### src/ptc_pkg.sv
// shared types and constants for the plane triangle clipper
// no dependencies
package ptc_pkg;

  // classification of one triangle against the plane
  typedef enum logic [1:0] {
    MODE_NONE,
    MODE_ALL_IN,
    MODE_ONE_IN,
    MODE_TWO_IN
  } ptc_mode_t;

  // configuration register indexes
  localparam int CFG_IDX_BITS = 2;
  localparam logic [CFG_IDX_BITS-1:0] REG_NORMAL_X     = 2'd0;
  localparam logic [CFG_IDX_BITS-1:0] REG_NORMAL_Y     = 2'd1;
  localparam logic [CFG_IDX_BITS-1:0] REG_NORMAL_Z     = 2'd2;
  localparam logic [CFG_IDX_BITS-1:0] REG_PLANE_OFFSET = 2'd3;

  // queue between front and back
  localparam int QDEPTH = 4;
  localparam int QCW    = 3;
  localparam int QPW    = 2;

  typedef struct packed {
    logic [QCW-1:0] count;
    logic           empty;
  } ptc_qstat_t;

endpackage

### src/ptc_queue.sv
// short fifo between front and back parts
// depends on ptc_pkg
module ptc_queue #(
  parameter int EW = 8
) (
  input  logic                clk,
  input  logic                rst_n,
  input  logic                push,
  input  logic [EW-1:0]       wdata,
  input  logic                pop,
  output logic [EW-1:0]       rdata,
  output ptc_pkg::ptc_qstat_t qstat
);

  logic [EW-1:0]           mem_r [ptc_pkg::QDEPTH];
  logic [ptc_pkg::QPW-1:0] wp_r, rp_r;
  logic [ptc_pkg::QCW-1:0] cnt_r;

  always_ff @(posedge clk) begin
    if (!rst_n) begin
      wp_r  <= '0;
      rp_r  <= '0;
      cnt_r <= '0;
    end else begin
      if (push) wp_r <= wp_r + 1'b1;
      if (pop)  rp_r <= rp_r + 1'b1;
      cnt_r <= cnt_r + ptc_pkg::QCW'(push) - ptc_pkg::QCW'(pop);
    end
  end

  always_ff @(posedge clk) begin
    if (push) mem_r[wp_r] <= wdata;
  end

  assign rdata       = mem_r[rp_r];
  assign qstat.count = cnt_r;
  assign qstat.empty = (cnt_r == '0);

endmodule

### config.mk
export PLATFORM = sky130hd
export DESIGN_NAME = ptc_queue
export DESIGN_NICKNAME = d
export VERILOG_FILES = /design/src/ptc_pkg.sv /design/src/ptc_queue.sv
export SDC_FILE = /design/constraint.sdc
export NUM_CORES = 1
export LEC_CHECK = 0
export ABC_AREA = 1
export BUFFER_PORTS_ARGS = -buffer_cell sky130_fd_sc_hd__buf_2
export CORE_AREA = 3 3 89 74
export DETAILED_ROUTE_END_ITERATION = 10
export DIE_AREA = 0 0 92 77
export SETUP_SLACK_MARGIN = 0.1
export SYNTH_ARGS = -nofsm -noshare
export SYNTH_HDL_FRONTEND = slang
export SYNTH_SLANG_ARGS = --single-unit
### constraint.sdc
create_clock -name clk -period 3.2 [get_ports clk]
set_input_delay 0.64 -clock clk [delete_from_list [all_inputs] [get_ports clk]]
set_output_delay 0.64 -clock clk [all_outputs]
set_load 0.05 [all_outputs]
==> flow_metrics.py <==
metrics = {
    "status": {
        "status": "finished clean",
    },
    "sta": {
        "hold_slack_ps": 466.3,
        "rsz0062_at_grt": "false",
        "min_period_ps": 2325,
        "tightestPinTransition_ps": 592.8,
        "fin_skew_ps": 4.288,
        "clock.fmax_ghz": 0.4300,
        "setup_violations": 0,
        "timing.final.crit_share": 0.7267,
        "relSlewSlack": 0.6043,
        "slew_viol_final": 0,
        "hold_viol_final": 0,
        "tns_ps": 0,
    },
    "synth": {
        "yosys-top-cells-area": "edfxtp_1 (56%), dfxtp_1 (11%), inv_1 (6.8%)",
        "syn_area_per_cell_sq_um": 11.64,
        "synth_cell_types": 16,
        "syn_nets": 166,
        "synth_area_leader_cell": "edfxtp_1",
        "syn_area_sq_um": 1710,
        "synth_top_area_share": 0.5618,
        "ys_ff_latch": 41,
        "ys_seq_area_frac": 0.6672,
        "netlist_instances": 147,
        "yosysWarnings": 0,
    },
    "power_and_ir_drop": {
        "irDropWorstVdd_mv": 0.1800,
        "p_per_area_nw_per_um2": 601.3,
        "p_leak_nw": 0.8330,
    },
    "drt": {
        "wire_per_inst_microns": 10.64,
        "viasPerCell": 3.902,
        "drtAntennaViolNets": 0,
        "drt_iter0_drc": 46,
        "totalWireLength_microns": 2712,
        "drc": 0,
        "firstDrtPassIters": 4,
        "vias": 995,
    },
    "clock_network": {
        "clk_latency_ps": 280,
        "numCtsBuffers": 5,
        "clock_path_buffers": 2,
        "clkTransAtPathRegs_ps": 80,
        "ctsResizeCount": 0,
        "cts-root-buf": "clkbuf_8",
        "holdBufCountCts": 0,
        "cts_setup_buffers": 0,
        "cts.sink_count": 41,
        "htree_num_levels": 2,
        "cts_tree": "built",
    },
    "floorplanning": {
        "coreArea_sq_um": 5818,
        "pin_count": 24,
        "core.rowCount": 25,
        "start_util": 0.2940,
        "die_h_microns": 77,
        "fp.dieW_microns": 92,
        "die_area_sq_um": 7084,
    },
    "final_layout": {
        "area_growth_pct": 15.07,
        "fin_nets": 192,
        "num-fill-cells": 595,
        "stdcell_count": 255,
        "drive_above_1_share": 0.1897,
        "n_antenna_cell": 0,
    },
    "grt": {
        "grt_pass1_vias": 995,
        "grt_max_degree": 18,
        "grt_first_pass_wirelength_microns": 4671,
        "antenna_found_initial": 0,
        "grt_util_all_layers": 0.08545,
        "gr-total-overflow": 0,
    },
    "setup_path": {
        "crit_fanout": 17,
        "worstRegToRegCells": 7,
        "critPathRequiredTime_ps": 2560,
        "r2r-end": "cnt_r[2]",
        "cp-start-kind": "flop",
        "end_kind": "output port",
        "cp.arrival_ps": 1690,
        "r2r_slack_ps": 1650,
        "setup.worst_path.class": "reg2out",
        "r2r_start": "cnt_r[0]",
    },
    "placement": {
        "post-dp-hpwl_microns": 1919,
        "dp_cells": 247,
        "portBuffers": 23,
        "place_congestion": 0.7036,
    },
    "flow_run": {
        "maxCapViolations": 0,
    },
    "worst_hold_path": {
        "worstHoldPathType": "reg2reg",
        "hold_start": "rp_r[1]",
        "hold_depth": 2,
    },
}
## per-stage QoR
stage                     power [mW]    util  worst slack (ps)  area, sq um
after CTS                      1.199  0.3383             844.2         1968
final                          1.183  0.3383             874.5         1968
after detailed placement      0.8829  0.3234              1155         1882
after global placement        0.8792  0.3234              1197         1882
after global routing           1.250  0.3383             686.9         1968
after floorplan               0.8279       -             916.6         1710
## Yosys cell counts (all sizes together)
library cell  number
buf                5
o211ai             8
nor3               1
fa                 1
edfxtp            32
inv               31
a21oi             14
o21ai             12
dfxtp              9
nand2             26
nor2               1
nand3              1
ha                 6
## where the power goes
group / switching, mW / internal (mW)
sequential: 0.0223 / 0.607
clock: 0.167 / 0.150
combinational: 0.177 / 0.0595
total: 0.366 / 0.817
## logic make-up (layout without fill, tap and decap cells)
group / count (synthesis) / in the layout / share of synthesized area
AND/OR/NAND/NOR: 29 / 29 / 0.06510
buffers and inverters: 36 / 63 / 0.09876
adder cells (fa/ha/maj): 7 / 7 / 0.05560
flip-flops: 41 / 41 / 0.6672
AO/OA/AOI/OAI: 34 / 34 / 0.1134
## cell usage in the layout, fill, tap and decap left out, types with 5 or more instances in the layout
cell type | Yosys | final
edfxtp_1 | 32 | 32
inv_1 | 31 | 31
nand2_1 | 26 | 26
buf_2 | 0 | 23
a21oi_1 | 13 | 13
o21ai_0 | 10 | 10
dfxtp_1 | 9 | 9
o211ai_1 | 8 | 8
ha_1 | 6 | 6
clkbuf_8 | 0 | 5
## metal layers
layer / GRT usage / wire (microns) / vias up
li1: - / - / 538
met1: 0.1129 / 1312 / 439
met2: 0.1290 / 1261 / 13
met3: 0.03039 / 105 / 5
met4: 0.03116 / 34 / 0
met5: 0 / 0 / -
## critical path, stage by stage, from the launching register on
cell,delay (ps)
dfxtp_1,640
buf_4,290
o211ai_1,120
nand2_1,100
buf_2,260
## registers in the layout, indices dropped and copies added, names as in the netlist, named ones only
| signal | count |
|---|---|
| mem_r | 32 |
| cnt_r | 3 |
| rp_r | 2 |
| wp_r | 2 |
## worst max-delay path by stage
stage / start / slack, ps / end / cells past startpoint
6_report: flop / 870 / rdata[6] / 4
5_1_grt: flop / 690 / rdata[5] / 4
4_1_cts: flop / 840 / rdata[6] / 4
3_5_place_dp: flop / 1150 / rdata[6] / 4
3_3_place_gp: flop / 1200 / rdata[6] / 4
2_1_floorplan: cnt_r[1] / 920 / qstat[0] / 1
## area by class of cell
cell class	count	area, sq um	area share
clock buffers	5	68.82	0.03496
clock inverters	3	17.52	0.008900
inverters	31	116.4	0.05912
multi-input cells	70	400.4	0.2034
flip-flops and latches	41	1141	0.5798
well taps	81	101.3	0.05149
repair buffers	24	122.6	0.06230
(Power assumes the default switching activity.)
